<file path="src/sv/bwsu_pkg.sv">
// Shared types, codes and constants for the breakpoint/watchpoint stop unit.
// Used by the config, controller, datapath and top-level modules; no dependencies.
package bwsu_pkg;

  // Default size of the trap table in entries.
  localparam int unsigned ADDRESS_SPACE_DEF = 65536;

  // Fixed field widths.
  localparam int unsigned ADDR_W     = 16;
  localparam int unsigned TICK_W     = 64;
  localparam int unsigned CFG_IDX_W  = 3;
  localparam int unsigned CFG_DATA_W = 64;

  // Trap table bit positions.
  localparam int unsigned KIND_EXEC_BIT  = 0;
  localparam int unsigned KIND_READ_BIT  = 1;
  localparam int unsigned KIND_WRITE_BIT = 2;

  // Two-byte break instruction at the program counter.
  localparam logic [15:0] BREAK_PAIR = 16'hEDFF;

  typedef enum logic [1:0] {
    ACT_TICK   = 2'd0,
    ACT_SET    = 2'd1,
    ACT_CLEAR  = 2'd2,
    ACT_RESUME = 2'd3
  } act_e;

  typedef enum logic [1:0] {
    ACC_NONE  = 2'd0,
    ACC_READ  = 2'd1,
    ACC_WRITE = 2'd2
  } acc_e;

  typedef enum logic [2:0] {
    TRAP_NONE  = 3'd0,
    TRAP_EXEC  = 3'd1,
    TRAP_READ  = 3'd2,
    TRAP_WRITE = 3'd3,
    TRAP_BREAK = 3'd4
  } trap_e;

  typedef enum logic [2:0] {
    MODE_RUN     = 3'd0,
    MODE_SETTLED = 3'd1,
    MODE_TARGET  = 3'd2,
    MODE_RETRACE = 3'd3,
    MODE_GRAIN   = 3'd4
  } mode_e;

  typedef enum logic [1:0] {
    GRAIN_INSTR = 2'd0,
    GRAIN_LINE  = 2'd1,
    GRAIN_ROW   = 2'd2,
    GRAIN_FRAME = 2'd3
  } grain_e;

  typedef enum logic [2:0] {
    CFG_STOP_MODE   = 3'd0,
    CFG_HONOUR      = 3'd1,
    CFG_TARGET_TICK = 3'd2,
    CFG_STOP_GRAIN  = 3'd3,
    CFG_BREAK_PAIRS = 3'd4
  } cfg_idx_e;

  typedef enum logic [2:0] {
    ST_INIT_CLR,
    ST_IDLE,
    ST_TICK_RD,
    ST_TICK_EVAL,
    ST_SET_RD,
    ST_SET_WR,
    ST_CLR,
    ST_DONE
  } state_e;

  // Configuration register contents.
  typedef struct packed {
    logic [2:0]        stop_mode;
    logic              honour_marks;
    logic [TICK_W-1:0] target_tick;
    logic [1:0]        stop_grain;
    logic              break_pairs;
  } cfg_t;

  // Controller to datapath commands.
  typedef struct packed {
    logic capture;    // load the input word
    logic tick_eval;  // commit a tick and load its result
    logic done_load;  // commit a non-tick action and load its result
    logic walk_rd;    // read the trap entry at the walk address
    logic walk_wr;    // write back the ORed entry and advance the walk
    logic clr_step;   // zero one trap entry and advance the sweep
  } cmd_t;

  // Datapath to controller status.
  typedef struct packed {
    logic out_free;     // output register can take a new word
    logic clr_last;     // sweep stands at the last entry
    logic walk_last;    // walk stands at the last address of the range
    logic range_empty;  // first address of the range exceeds the last
  } sts_t;

endpackage

</file>
<file path="src/sv/bwsu_ctrl.sv">
// Controller state machine of the stop unit: sequences ticks, range walks and sweeps.
// Depends on bwsu_pkg for the state, action, command and status types.
module bwsu_ctrl (
  input  logic                clk_i,
  input  logic                rst_ni,
  input  logic                in_valid_i,
  input  logic [1:0]          in_action_i,
  output logic                in_stall_o,
  input  bwsu_pkg::sts_t      sts_i,
  output bwsu_pkg::cmd_t      cmd_o,
  output bwsu_pkg::state_e    state_o
);

  bwsu_pkg::state_e state_q, state_d;
  logic             take;

  // State register; reset starts with a sweep of the trap table.
  always_ff @(posedge clk_i or negedge rst_ni) begin
    if (!rst_ni) begin
      state_q <= bwsu_pkg::ST_INIT_CLR;
    end else begin
      state_q <= state_d;
    end
  end

  // Next state and commands.
  always_comb begin
    state_d = state_q;
    cmd_o   = '0;
    take    = 1'b0;
    case (state_q)
      bwsu_pkg::ST_INIT_CLR: begin
        cmd_o.clr_step = 1'b1;
        if (sts_i.clr_last) state_d = bwsu_pkg::ST_IDLE;
      end
      bwsu_pkg::ST_IDLE: begin
        take = 1'b1;
      end
      bwsu_pkg::ST_TICK_RD: begin
        state_d = bwsu_pkg::ST_TICK_EVAL;
      end
      bwsu_pkg::ST_TICK_EVAL: begin
        // The result goes out and the next word can come in on the same edge.
        if (sts_i.out_free) begin
          cmd_o.tick_eval = 1'b1;
          take            = 1'b1;
          state_d         = bwsu_pkg::ST_IDLE;
        end
      end
      bwsu_pkg::ST_SET_RD: begin
        if (sts_i.range_empty) begin
          state_d = bwsu_pkg::ST_DONE;
        end else begin
          cmd_o.walk_rd = 1'b1;
          state_d       = bwsu_pkg::ST_SET_WR;
        end
      end
      bwsu_pkg::ST_SET_WR: begin
        cmd_o.walk_wr = 1'b1;
        state_d = sts_i.walk_last ? bwsu_pkg::ST_DONE : bwsu_pkg::ST_SET_RD;
      end
      bwsu_pkg::ST_CLR: begin
        cmd_o.clr_step = 1'b1;
        if (sts_i.clr_last) state_d = bwsu_pkg::ST_DONE;
      end
      bwsu_pkg::ST_DONE: begin
        if (sts_i.out_free) begin
          cmd_o.done_load = 1'b1;
          state_d         = bwsu_pkg::ST_IDLE;
        end
      end
      default: begin
        state_d = bwsu_pkg::ST_IDLE;
      end
    endcase

    // Accept a new word and branch on its action.
    if (take && in_valid_i) begin
      cmd_o.capture = 1'b1;
      case (in_action_i)
        bwsu_pkg::ACT_TICK:   state_d = bwsu_pkg::ST_TICK_RD;
        bwsu_pkg::ACT_SET:    state_d = bwsu_pkg::ST_SET_RD;
        bwsu_pkg::ACT_CLEAR:  state_d = bwsu_pkg::ST_CLR;
        bwsu_pkg::ACT_RESUME: state_d = bwsu_pkg::ST_DONE;
        default:              state_d = bwsu_pkg::ST_IDLE;
      endcase
    end
  end

  assign in_stall_o = !take;
  assign state_o    = state_q;

endmodule

</file>
<file path="config.mk">
export PLATFORM = sky130hd
export DESIGN_NAME = bwsu_ctrl
export DESIGN_NICKNAME = d
export VERILOG_FILES = /design/src/sv/bwsu_pkg.sv /design/src/sv/bwsu_ctrl.sv
export SDC_FILE = /design/constraint.sdc
export NUM_CORES = 1
export LEC_CHECK = 0
export CAP_MARGIN = 30
export CORE_AREA = 2 2 39 41
export DETAILED_ROUTE_END_ITERATION = 8
export DIE_AREA = 0 0 41 43
export DONT_BUFFER_PORTS = 1
export PLACE_DENSITY = 0.36
export SETUP_SLACK_MARGIN = 0.4
export SKIP_LAST_GASP = 1
export SYNTH_ARGS = -nofsm -noshare
export SYNTH_HDL_FRONTEND = slang
export SYNTH_SLANG_ARGS = --single-unit
</file>
<file path="constraint.sdc">
create_clock -name clk_i -period 1 [get_ports clk_i]
set_input_delay 0 -clock clk_i [delete_from_list [all_inputs] [get_ports clk_i]]
set_output_delay 0 -clock clk_i [all_outputs]
set_load 0.01 [all_outputs]
</file>
==> impl_metrics.toml <==
[run_status]
status = "complete, but fails checks"
violations = "negative hold slack, negative setup slack"

[floorplanning]
core_area_mm2 = 0.00138
start_util = 0.167
row_count = 14
dieHeight_um = 43
ios = 19
die_area_mm2 = 0.00176
die_w_um = 41

[finish]
multi_input_area_um2 = 201
stdcell_count = 68
drive_gt1_frac = 0.673
largest_reg_flops = 3
fill_cells = 152
area_growth_pct = 134
n_antenna_cell = 0
final_core_util = 0.392
num-nets-final = 62
register_area_um2 = 78.8

[sta]
setup_ws_ps = -188
max_freq_ghz = 0.842
hold_viol = 2
setup-violations-final = 10
rsz0062_at_grt = "true"
slew_viol_final = 0
timing.hold.ws_ps = -26.1
max-slew-margin-rel = 0.760
fin_crit_sh = 1.19
finClkSkew_ps = 0.689
tightest_slew_ps = 358
fin_crit_ps = 1190

[clocking]
clock-sinks = 3
numCtsBuffers = 3
clk_latency_ps = 230
htreeDepth = 1
cts_root_buf = "clkbuf_4"
hold_buffers = 3
path_clk_slew_ps = 40
clock_path_buffers = 2
cts_tree = "yes"

[route]
via_per_inst = 4.56
routed_wl_um = 946
wl_per_cell_um = 13.9
drc = 0
drt-initial-drc-count = 7
detail-route-antenna-nets = 0
vias = 310
dr.pass1.iters = 4

[global_routing]
grt_remaining_overflow = 0
gr-usage-all-layers = 0.131
grt_pass1_vias = 337
grt_pass1_wl_mm = 1.47
grt_max_degree = 5
antenna_found_initial = 0

[critical_path]
start_kind = "register"
crit_fanout = 4
worstPathRequired_ps = 1000
critPathArrivalTime_ps = 1190
critPathKind = "register to output port"
cp-end-kind = "output port"

[power]
p_sw_mw = 0.737
swShare = 0.414
finalPower_mw = 1.78
combPwrFrac = 0.719
p_clk_frac = 0.122
p_int_mw = 1.04
max-vdd-ir-drop_mv = 1.09
p_per_area_mw_per_mm2 = 3290
seqPwrFrac = 0.158
leakage_nw = 0.243

[synth]
syn_area_um2 = 231
seq_area_frac_synth = 0.324
async_reset_ff_frac = 1.00
synth-seq-cells = 3
yosys_most_used_dff = "dfrtp_1"
synth_top_area_frac = 0.324
synthCells = 28
synth_edf_count = 0
synth_nets = 37
synth.largest_area_cell = "dfrtp_1"
synth_area_leaders = "dfrtp_1 32%, mux2i_1 8.6%, nand2b_1 5.4%"
synth.avg_cell_area_um2 = 8.27
yosys_warnings = 0
yosysUniqueCellTypes = 19

[run]
drv_cap = 0

[placement]
place_congestion = 0.729
dp_hpwl_um = 594
place_inst = 56
io_buffers = 0

[worst_hold_path]
min_path_type = "primary input to register"
-- routing by layer --
metal | up-vias | global-route usage | part of all wire
met4 | 0 | 0.107 | 0
met2 | 17 | 0.216 | 0.58
met3 | 0 | 0.0366 | 0.078
met5 | - | 0 | 0
li1 | 146 | - | -
met1 | 147 | 0.124 | 0.34
-- layout make-up --
| class | count | area share |
|---|---|---|
| inverter | 2 | 0.0231 |
| clock buffer | 4 | 0.0485 |
| sequential | 3 | 0.145 |
| tap | 16 | 0.0370 |
| multi-input combinational | 22 | 0.372 |
| timing repair buffer | 21 | 0.374 |
-- final timing paths --
| check | start | endpoint | slack, ps | depth (start not counted) |
|---|---|---|---|---|
| max in group asynchronous | rst_ni | state_o[2] | 820 | 1 |
| min reg2reg | state_o[1] | state_o[1] | 730 | 3 |
| min | sts_i[0] | state_o[1] | -30 | 2 |
| max reg2reg | state_o[1] | state_o[1] | -140 | 6 |
| max | state_o[2] | cmd_o[5] | -190 | 3 |
| min in group asynchronous | rst_ni | state_o[0] | 20 | 1 |
-- worst max-delay path, cell delays in order (launching register included) --
cell	delay [ps]
dfrtp_2	440
and3b_1	250
and2_4	170
buf_6	100
-- metrics by stage --
step	setup slack [ps]	hold slack (ps)	area (µm²)	TNS, ps
2_1_floorplan	-145	-296	239	-285
3_3_place_gp	-90.4	-295	345	-208
3_5_place_dp	-96.7	-295	345	-190
4_1_cts	-205	-45.0	503	-1170
5_1_grt	-231	-11.1	542	-1740
6_report	-188	-26.1	542	-1270
-- cell usage in the layout (no fill, tap or decap), types with 2 or more instances in the layout --
cell / n
buf_4: 8
buf_6: 10
clkbuf_4: 3
dfrtp_2: 3
dlygate4sd3_1: 3
mux2i_1: 2
nand2_1: 2
nor2_4: 3
-- cell families after synthesis --
logic type                Yosys count  share of synthesized area
buffers and inverters               3                     0.0540
AOI/OAI and AO/OA                   4                      0.130
xor gates and xnor gates            1                     0.0378
DFF                                 3                      0.324
muxes                               2                     0.0865
and+or+nand+nor                    15                      0.368
-- Yosys cell counts, types with 2 or more instances --
master and count:
nand2b_1 2, dfrtp_1 3, mux2i_1 2, nor2_1 3
nand3_1 2, nand2_1 2, inv_1 2
-- repair_timing --
item,in CTS,in global routing
setup endpoints to repair,13,13
pin swaps,2,2
setup buffers,4,1
gates resized for setup,20,6
endpoints found under the hold margin,6,1
-- power groups by stage --
stage	Combinational [mW]	Sequential, mW	Clock [mW]
after floorplan	0.377	0.290	0
after global routing	1.36	0.294	0.229
after detailed placement	0.764	0.264	0
final	1.28	0.282	0.218
after CTS	1.15	0.269	0.227
after global placement	0.759	0.262	0
Note: power is estimated with default switching activity, not from simulation.
