[config.mk]
export PLATFORM = sky130hd
export DESIGN_NAME = bwsu_cfg
export DESIGN_NICKNAME = d
export VERILOG_FILES = /design/src/sv/bwsu_pkg.sv /design/src/sv/bwsu_cfg.sv
export SDC_FILE = /design/constraint.sdc
export NUM_CORES = 1
export LEC_CHECK = 0
export ABC_AREA = 1
export ABC_CLOCK_PERIOD_IN_PS = 1610
export BUFFER_PORTS_ARGS = -buffer_cell sky130_fd_sc_hd__buf_2
export CAP_MARGIN = 40
export CORE_ASPECT_RATIO = 0.5
export CORE_MARGIN = 4
export CORE_UTILIZATION = 51
export CTS_CLUSTER_SIZE = 30
export DETAILED_ROUTE_END_ITERATION = 10
export GPL_ROUTABILITY_DRIVEN = 0
export PLACE_DENSITY = 0.88
export SLEW_MARGIN = 5
export SYNTH_ARGS = -nofsm -noshare
export SYNTH_HDL_FRONTEND = slang
export SYNTH_SLANG_ARGS = --single-unit
[constraint.sdc]
create_clock -name clk_i -period 1.61 [get_ports clk_i]
set_clock_uncertainty 0.15 [all_clocks]
set_input_delay 0.0805 -clock clk_i [delete_from_list [all_inputs] [get_ports clk_i]]
set_output_delay 0.0805 -clock clk_i [all_outputs]
set_load 0.005 [all_outputs]
[src/sv/bwsu_pkg.sv]
// Shared types, codes and constants for the breakpoint/watchpoint stop unit.
// Used by the config, controller, datapath and top-level modules; no dependencies.
package bwsu_pkg;

  // Default size of the trap table in entries.
  localparam int unsigned ADDRESS_SPACE_DEF = 65536;

  // Fixed field widths.
  localparam int unsigned ADDR_W     = 16;
  localparam int unsigned TICK_W     = 64;
  localparam int unsigned CFG_IDX_W  = 3;
  localparam int unsigned CFG_DATA_W = 64;

  // Trap table bit positions.
  localparam int unsigned KIND_EXEC_BIT  = 0;
  localparam int unsigned KIND_READ_BIT  = 1;
  localparam int unsigned KIND_WRITE_BIT = 2;

  // Two-byte break instruction at the program counter.
  localparam logic [15:0] BREAK_PAIR = 16'hEDFF;

  typedef enum logic [1:0] {
    ACT_TICK   = 2'd0,
    ACT_SET    = 2'd1,
    ACT_CLEAR  = 2'd2,
    ACT_RESUME = 2'd3
  } act_e;

  typedef enum logic [1:0] {
    ACC_NONE  = 2'd0,
    ACC_READ  = 2'd1,
    ACC_WRITE = 2'd2
  } acc_e;

  typedef enum logic [2:0] {
    TRAP_NONE  = 3'd0,
    TRAP_EXEC  = 3'd1,
    TRAP_READ  = 3'd2,
    TRAP_WRITE = 3'd3,
    TRAP_BREAK = 3'd4
  } trap_e;

  typedef enum logic [2:0] {
    MODE_RUN     = 3'd0,
    MODE_SETTLED = 3'd1,
    MODE_TARGET  = 3'd2,
    MODE_RETRACE = 3'd3,
    MODE_GRAIN   = 3'd4
  } mode_e;

  typedef enum logic [1:0] {
    GRAIN_INSTR = 2'd0,
    GRAIN_LINE  = 2'd1,
    GRAIN_ROW   = 2'd2,
    GRAIN_FRAME = 2'd3
  } grain_e;

  typedef enum logic [2:0] {
    CFG_STOP_MODE   = 3'd0,
    CFG_HONOUR      = 3'd1,
    CFG_TARGET_TICK = 3'd2,
    CFG_STOP_GRAIN  = 3'd3,
    CFG_BREAK_PAIRS = 3'd4
  } cfg_idx_e;

  typedef enum logic [2:0] {
    ST_INIT_CLR,
    ST_IDLE,
    ST_TICK_RD,
    ST_TICK_EVAL,
    ST_SET_RD,
    ST_SET_WR,
    ST_CLR,
    ST_DONE
  } state_e;

  // Configuration register contents.
  typedef struct packed {
    logic [2:0]        stop_mode;
    logic              honour_marks;
    logic [TICK_W-1:0] target_tick;
    logic [1:0]        stop_grain;
    logic              break_pairs;
  } cfg_t;

  // Controller to datapath commands.
  typedef struct packed {
    logic capture;    // load the input word
    logic tick_eval;  // commit a tick and load its result
    logic done_load;  // commit a non-tick action and load its result
    logic walk_rd;    // read the trap entry at the walk address
    logic walk_wr;    // write back the ORed entry and advance the walk
    logic clr_step;   // zero one trap entry and advance the sweep
  } cmd_t;

  // Datapath to controller status.
  typedef struct packed {
    logic out_free;     // output register can take a new word
    logic clr_last;     // sweep stands at the last entry
    logic walk_last;    // walk stands at the last address of the range
    logic range_empty;  // first address of the range exceeds the last
  } sts_t;

endpackage

[src/sv/bwsu_cfg.sv]
// Configuration register file of the stop unit.
// Depends on bwsu_pkg for the register indexes and the cfg_t bundle.
module bwsu_cfg (
  input  logic                             clk_i,
  input  logic                             rst_ni,
  input  logic                             cfg_valid_i,
  output logic                             cfg_ready_o,
  input  logic [bwsu_pkg::CFG_IDX_W-1:0]   cfg_index_i,
  input  logic [bwsu_pkg::CFG_DATA_W-1:0]  cfg_data_i,
  output bwsu_pkg::cfg_t                   cfg_o
);

  bwsu_pkg::cfg_t cfg_q, cfg_d;

  // Writes are always taken.
  assign cfg_ready_o = 1'b1;

  // Decode the register index; indexes past the list are ignored.
  always_comb begin
    cfg_d = cfg_q;
    if (cfg_valid_i) begin
      case (cfg_index_i)
        bwsu_pkg::CFG_STOP_MODE:   cfg_d.stop_mode    = cfg_data_i[2:0];
        bwsu_pkg::CFG_HONOUR:      cfg_d.honour_marks = cfg_data_i[0];
        bwsu_pkg::CFG_TARGET_TICK: cfg_d.target_tick  = cfg_data_i;
        bwsu_pkg::CFG_STOP_GRAIN:  cfg_d.stop_grain   = cfg_data_i[1:0];
        bwsu_pkg::CFG_BREAK_PAIRS: cfg_d.break_pairs  = cfg_data_i[0];
        default:                   cfg_d = cfg_q;
      endcase
    end
  end

  always_ff @(posedge clk_i or negedge rst_ni) begin
    if (!rst_ni) begin
      cfg_q <= '0;
    end else begin
      cfg_q <= cfg_d;
    end
  end

  assign cfg_o = cfg_q;

endmodule

==> metrics.md, run 1 <==
| Metric | Value |
|---|---|
| Critical path required time | `1.72 ns` |
| Flops & latches, synth | `71` |
| Number of antenna violations at the first check in global routing | `0` |
| Ratio of final minimum period to clock period | `92.8%` |
| Run status | `finished clean` |
| Maximum cell stage delay along the critical path | `~0.52 ns` |
| Count of endpoints failing hold in the final timing report | `0` |
| Number of levels the H-tree was split into | `3` |
| Global route overflow | `0` |
| IR drop worst, VDD | `0.000803 V` |
| Area delta synth->final | `50.0%` |
| Warnings from Yosys | `0` |
| Setup total negative slack | `0 ns` |
| Vertical die dimension | `approximately 64 um` |
| Clk network pwr share | `38.3%` |
| Max-slew violation total from the final report | `0` |
| Number of DRC violations after detailed-routing iteration 0 | `209` |
| Power share of the combinational group | `20.2%` |
| Insertion delay of the later-clocked pin in the worst-skew pair | `0.33 ns` |
| Clock root cell | `clkbuf_16` |
| CP Data Arrival Time | `1.61 ns` |
| Critical Path End Type | `flip-flop` |
| Number of standard-cell rows in the floorplan | `20` |
| Total instance count after detailed placement | `536` |
| Area of the core | `0.00611 mm2` |
| Detailed-route via count | `about 3100` |
| Boundary Pins | `142` |
| Largest cells by area after synthesis | `dfrtp_1 55%, nand2_1 17%, nand3_2 12%` |
| Initial Util | `53.1%` |
| Family with the most delay on the worst path | `buffers and inverters` |
| Number of standard cells in the final layout excluding fillers | `620` |
| Net Switching | `0.00147 W` |
| Setup Viol. Count Final | `0` |
| Average wire length per cell after detail routing | `~16 um` |
| Fraction of post-synthesis cell area in the top cell type by area | `54.8%` |
| Number of nets in the synthesized netlist | `a little under 400` |
| Net count reported at finish | `597` |
| Via-to-Cell Ratio | `between 4 and 5` |
| Tmin final | `around 1.5 ns` |
| CP max-delay cell | `dlygate4sd3_1` |
| TritonCTS clock tree | `yes` |
| Full die area | `0.00777 mm2` |
| Number of antenna cells inserted | `0` |
| Longest Clk Path Bufs | `2` |
| Max FFs per register | `71` |
| Cell-by-cell trace of the critical path | `dlygate4sd3_1 > buf_2 > inv_2 > nor2_4 > buf_4 > nand3_1 > nand2_1` |
| Global-route total usage across every layer | `26.8%` |
| Path type of the worst min-delay path | `input port to flip-flop` |
| Highest net fanout along the worst path | `26` |
| Largest net degree at the start of global routing | `72` |
| P_int | `0.00411 W` |
| Detail Route Antenna Nets | `0` |
| Leakage dissipation | `2.64 nW` |
| Top cell type by total area after synthesis | `dfrtp_1` |
| Power Dens Cells | `between 1000 and 1500 mW/mm2` |
| Number of global-route vias before repair | `3267` |
| Category of the critical setup timing path | `input port to flip-flop` |
| Sequential-to-total area share from yosys stat | `between 50% and 60%` |
| First-pass GRT wire length | `16100 um` |
| Unrepaired setup endpoints after global routing | `false` |
| Clock slew at the register clock pins of the worst setup and hold paths | `0.05 ns` |
| First drt pass iteration count | `4` |
| Post-synthesis area per instance | `about 10 um2` |
| Synth Instances | `about 320` |
| CTS Buf Count | `9` |
| Buffers & Inverters on Critical Path | `4` |
| Max Clock Freq | `0.669 GHz` |
| DP Wirelength | `5180 um` |
| Reported max-cap violation count | `0` |
| Wire length after detailed routing | `9810 um` |
| X dimension of the die | `about 120 um` |
| Switching power share of the total | `26.4%` |
| Number of input and output port buffers inserted | `140` |
| Share of final-layout standard cells stronger than drive strength 1 | `between 30% and 40%` |
| Worst setup SP type | `input port` |
| Residual DRC count | `0` |
| Post-Syn Area | `0.00324 mm2` |
| Number of different library cells in the post-synthesis netlist | `14` |
| Clock sinks | `71` |
| Relative contribution of sequential cells to total power | `41.4%` |
-- through the flow --
step	area [um2]	utilization, %	total power (W)	worst slack [ns]	hold slack (ns)
6_report	4860	79.6	0.00558	0.115	0.0120
5_1_grt	4860	79.6	0.00585	0.0652	0.0432
4_1_cts	4860	79.6	0.00556	0.176	0.00508
3_5_place_dp	3850	63.1	0.00328	0.402	-0.0190
3_3_place_gp	3850	63.1	0.00324	0.436	-0.0175
2_1_floorplan	3240	-	0.00275	0.730	-0.365
-- placed cells by master, fill, tap and decap left out, drive strengths merged --
cell,instances
nand2,149
nor2,4
clkinv,1
conb,1
dfrtp,71
clkbuf,13
inv,5
dlygate4sd3,68
bufinv,2
nand3,71
buf,147
-- area by class of cell --
cell class | count | area (um2)
fillers | 377 | 1250
clock buffers | 13 | 260
multi-input cells | 225 | 1160
clock inverters | 3 | 65.1
repair buffers | 215 | 1470
flip-flops and latches | 71 | 1780
inverters | 5 | 18.8
well taps | 88 | 110
-- power by group through the flow --
stage,Combinational (W),Sequential [W],Clock [W]
after global routing,0.00125,0.00235,0.00226
after detailed placement,0.000967,0.00232,0
after CTS,0.00110,0.00229,0.00216
final,0.00113,0.00231,0.00214
after floorplan,0.000400,0.00235,0
after global placement,0.000939,0.00230,0
-- synth_stat cells (all sizes together) --
cell   instances
conb           1
nor2           4
nand2        149
inv            5
nand3         71
dfrtp         71
buf           22
-- worst reg2reg max path: stages, from the launching register on --
cell     delay (ns)
dfrtp_1        0.40
nand2_1        0.10
nand2_1        0.06
-- cells by family (layout without fill, tap and decap cells) --
group / after synthesis / count (layout) / synth area share, %
other: 1 / 1 / 0.116
and+or+nand+nor: 224 / 224 / 35.6
buffers and inverters: 27 / 236 / 9.46
DFF: 71 / 71 / 54.8
-- final timing paths --
| kind | to | start | slack [ns] | depth (start not counted) |
|---|---|---|---|---|
| max | cfg_o[58] | cfg_index_i[1] | 0.12 | 7 |
| min | cfg_o[0] | cfg_index_i[2] | 0.01 | 5 |
| min in group asynchronous | cfg_o[28] | rst_ni | 0.15 | 3 |
| max reg2reg | cfg_o[58] | cfg_o[58] | 0.78 | 2 |
| min reg2reg | cfg_o[62] | cfg_o[62] | 0.31 | 2 |
| max in group asynchronous | cfg_o[2] | rst_ni | 0.85 | 3 |
-- metal layers --
layer	track usage (%)	routed length (um)	vias to the layer above
met3	6.45	555	49
met5	0	0	-
met4	16.4	515	0
li1	-	-	1432
met2	48.6	5180	147
met1	28.5	3560	1443
-- timing repair --
item | in CTS | in global routing
resized for setup | 0 | 0
setup buffers | 0 | 0
hold buffers | 68 | 0
endpoints found under the setup margin | 0 | 0
hold endpoints to repair | 142 | 0
Power figures use the tool's default switching activity.
==> inputs of run 2 (changes only) <==
--- a/config.mk
+++ b/config.mk
@@ -15,7 +15,7 @@
 export CTS_CLUSTER_SIZE = 30
 export DETAILED_ROUTE_END_ITERATION = 10
 export GPL_ROUTABILITY_DRIVEN = 0
-export PLACE_DENSITY = 0.88
+export PLACE_DENSITY = 0.95
 export SLEW_MARGIN = 5
 export SYNTH_ARGS = -nofsm -noshare
 export SYNTH_HDL_FRONTEND = slang
==> constraint.sdc (replaced) <==
create_clock -name clk_i -period 1.61 [get_ports clk_i]
set_clock_uncertainty 0.15 [all_clocks]
set_input_delay 0.2415 -clock clk_i [delete_from_list [all_inputs] [get_ports clk_i]]
set_output_delay 0.2415 -clock clk_i [all_outputs]
set_load 0.005 [all_outputs]
==> run 2 against run 1 <==
  * Count of clock-buffer cells in the layout did not move
  * Die area did not move
  * Utilization fell by 9.3 points
  * Via count fell by 8.2%
  * Sequential power barely moved
  * Final cell count fell by 8.7%
  * Final area fell by 12%
  * Global-route usage fell by 3.6 points
  * Critical path depth fell by 6
  * Register-to-register slack barely moved
  * Wire length fell by 12%
==> metrics.md, run 2 (synthesis gave the netlist of run 1 again) <==
| Metric | Value |
|---|---|
| Power share of the combinational group | `19.8% (-0.4 points)` |
| CP max-delay cell | `dfrtp_1` |
| Residual DRC count | `0 (unchanged)` |
| Power Dens Cells | `1180 mW/mm2 (+3.1%)` |
| Most frequent standard cell in the layout excluding fill and tap cells | `nand2_1` |
| Critical path required time | `1.22 ns (-0.50 ns)` |
| Highest net fanout along the worst path | `2 (-92%)` |
| Relative contribution of sequential cells to total power | `45.4% (+4.0 points)` |
| Boundary Pins | `142 (unchanged)` |
| Family with the most delay on the worst path | `flip-flops` |
| Tmin final | `1.25 ns (-0.242 ns)` |
| Max-slew violation total from the final report | `0 (unchanged)` |
| Detailed-route via count | `2818 (-8.2%)` |
| Buffers & Inverters on Critical Path | `1 (-3)` |
| Detail Route Antenna Nets | `0 (unchanged)` |
| Run status | `finished clean` |
| Net Switching | `0.00138 W (-6.1%)` |
| Maximum cell stage delay along the critical path | `0.40 ns (-0.12 ns)` |
| Clock root cell | `clkbuf_16` |
| Number of DRC violations after detailed-routing iteration 0 | `209 (unchanged)` |
| Max FFs per register | `71 (unchanged)` |
| Worst setup SP type | `flip-flop` |
| Ratio of final minimum period to clock period | `77.8% (-15 points)` |
| Count of endpoints failing hold in the final timing report | `0 (unchanged)` |
| Net count reported at finish | `545 (-8.7%)` |
| Number of antenna violations at the first check in global routing | `0 (unchanged)` |
| Number of global-route vias before repair | `2937 (-10%)` |
| Setup Buffers After CTS | `0 (unchanged)` |
| Number of levels the H-tree was split into | `3 (unchanged)` |
| Setup total negative slack | `0 ns (unchanged)` |
| Clk network pwr share | `34.8% (-3.5 points)` |
| Sum of internal, switching and leakage power | `0.00508 W (-9.0%)` |
| CTS Buf Count | `9 (unchanged)` |
| Critical Path End Type | `output pin` |
| Number of standard-cell rows in the floorplan | `20 (unchanged)` |
| Reported max-cap violation count | `0 (unchanged)` |
| Clock slew at the register clock pins of the worst setup and hold paths | `0.05 ns (about the same)` |
| Most frequent cells in the layout | `148 x nand2_1, 140 x buf_2, 71 x dfrtp_1` |
| TritonCTS clock tree | `yes` |
| Largest net degree at the start of global routing | `32 (-56%)` |
| First-pass GRT wire length | `14100 um (-13%)` |
| Leakage dissipation | `2.41 nW (-8.6%)` |
| Number of fill cells | `418 (+11%)` |
| Global route overflow | `0 (unchanged)` |
| Unrepaired setup endpoints after global routing | `false` |
| Max Clock Freq | `0.799 GHz (+19%)` |
| Longest Clk Path Bufs | `2 (unchanged)` |
| Number of antenna cells inserted | `0 (unchanged)` |
| Initial Util | `53.1% (unchanged)` |
| Switching power share of the total | `27.3% (+0.83 points)` |
| Average wire length per cell after detail routing | `15.2 um (-4.0%)` |
| Cell-by-cell trace of the critical path | `buf_2` |
| Vertical die dimension | `64.4 um (unchanged)` |
| X dimension of the die | `121 um (unchanged)` |
| Area of the core | `0.00611 mm2 (unchanged)` |
| IR drop worst, VDD | `0.000507 V (-37%)` |
| CP Data Arrival Time | `0.86 ns (-0.75 ns)` |
| Wire length after detailed routing | `8590 um (-12%)` |
| Insertion delay of the later-clocked pin in the worst-skew pair | `0.32 ns (about the same)` |
| Setup Viol. Count Final | `0 (unchanged)` |
| DP Wirelength | `5940 um (+14%)` |
| Full die area | `0.00777 mm2 (unchanged)` |
| Path type of the worst min-delay path | `input port to flip-flop` |
| Storage element area | `0.00178 mm2 (unchanged)` |
| Area delta synth->final | `32.4%` |
| Clock sinks | `71 (unchanged)` |
| First drt pass iteration count | `5 (+1)` |
| FF-to-FF setup slack | `0.79 ns (about the same)` |
| Category of the critical setup timing path | `flip-flop to output pin` |
| P_int | `0.00369 W (-10%)` |
| Global-route total usage across every layer | `23.2% (-3.6 points)` |
| Share of final-layout standard cells stronger than drive strength 1 | `43.7% (+5.0 points)` |
| Via-to-Cell Ratio | `4.98 (+0.52%)` |
| Multi-input logic area | `0.00116 mm2 (unchanged)` |
| Number of input and output port buffers inserted | `140 (unchanged)` |
-- run 2: layout make-up --
cell class	count	area share (%)
Sequential cell	71	41.4
Multi-Input combinational cell	225	26.9
Timing Repair Buffer	163	22.5
Clock buffer	13	6.07
Tap cell	88	2.57
Inverter	5	0.437
Clock inverter	1	0.117
-- run 2: timing repair --
| action | in CTS | in global routing |
|---|---|---|
| gates resized for setup | 0 | 0 |
| hold buffers | 11 | 0 |
| endpoints found under the hold margin | 21 | 0 |
-- run 2: final timing paths --
path,startpoint,end,cells after the start
worst max-delay path,cfg_o[56],cfg_o[56],1
worst min-delay path,cfg_data_i[26],cfg_o[29],3
worst max register to register,cfg_o[56],cfg_o[56],2
worst min register to register,cfg_o[12],cfg_o[12],2
max in group asynchronous,rst_ni,cfg_o[68],3
min in group asynchronous,rst_ni,cfg_o[30],2
-- run 2: power groups by stage --
stage          Sequential (W)  Combinational [W]  Clock, W
2_1_floorplan         0.00235           0.000400         0
3_3_place_gp          0.00231           0.000947         0
3_5_place_dp          0.00232           0.000989         0
4_1_cts               0.00230            0.00102   0.00180
5_1_grt               0.00234            0.00113   0.00189
6_report              0.00231            0.00101   0.00177
-- run 2: metrics by stage --
stage | hold slack [ns] | setup WS, ns | cell area [um2] | util, % | std cells
after floorplan | -0.204 | 0.569 | 3240 | - | 323
after global placement | 0.0494 | 0.282 | 3920 | 64.1 | 541
after detailed placement | 0.0453 | 0.234 | 3920 | 64.1 | 541
after CTS | 0.00213 | 0.350 | 4290 | 70.3 | 566
after global routing | 0.00510 | 0.326 | 4290 | 70.3 | 566
final | 0.00542 | 0.358 | 4290 | 70.3 | 566
-- run 2: per-layer routing --
layer	track usage [%]	part of all wire (%)	vias to the layer above
met5	0	0	-
met2	42.8	55	117
li1	-	-	1336
met3	5.84	5.1	23
met1	25.1	37	1342
met4	11.3	2.8	0
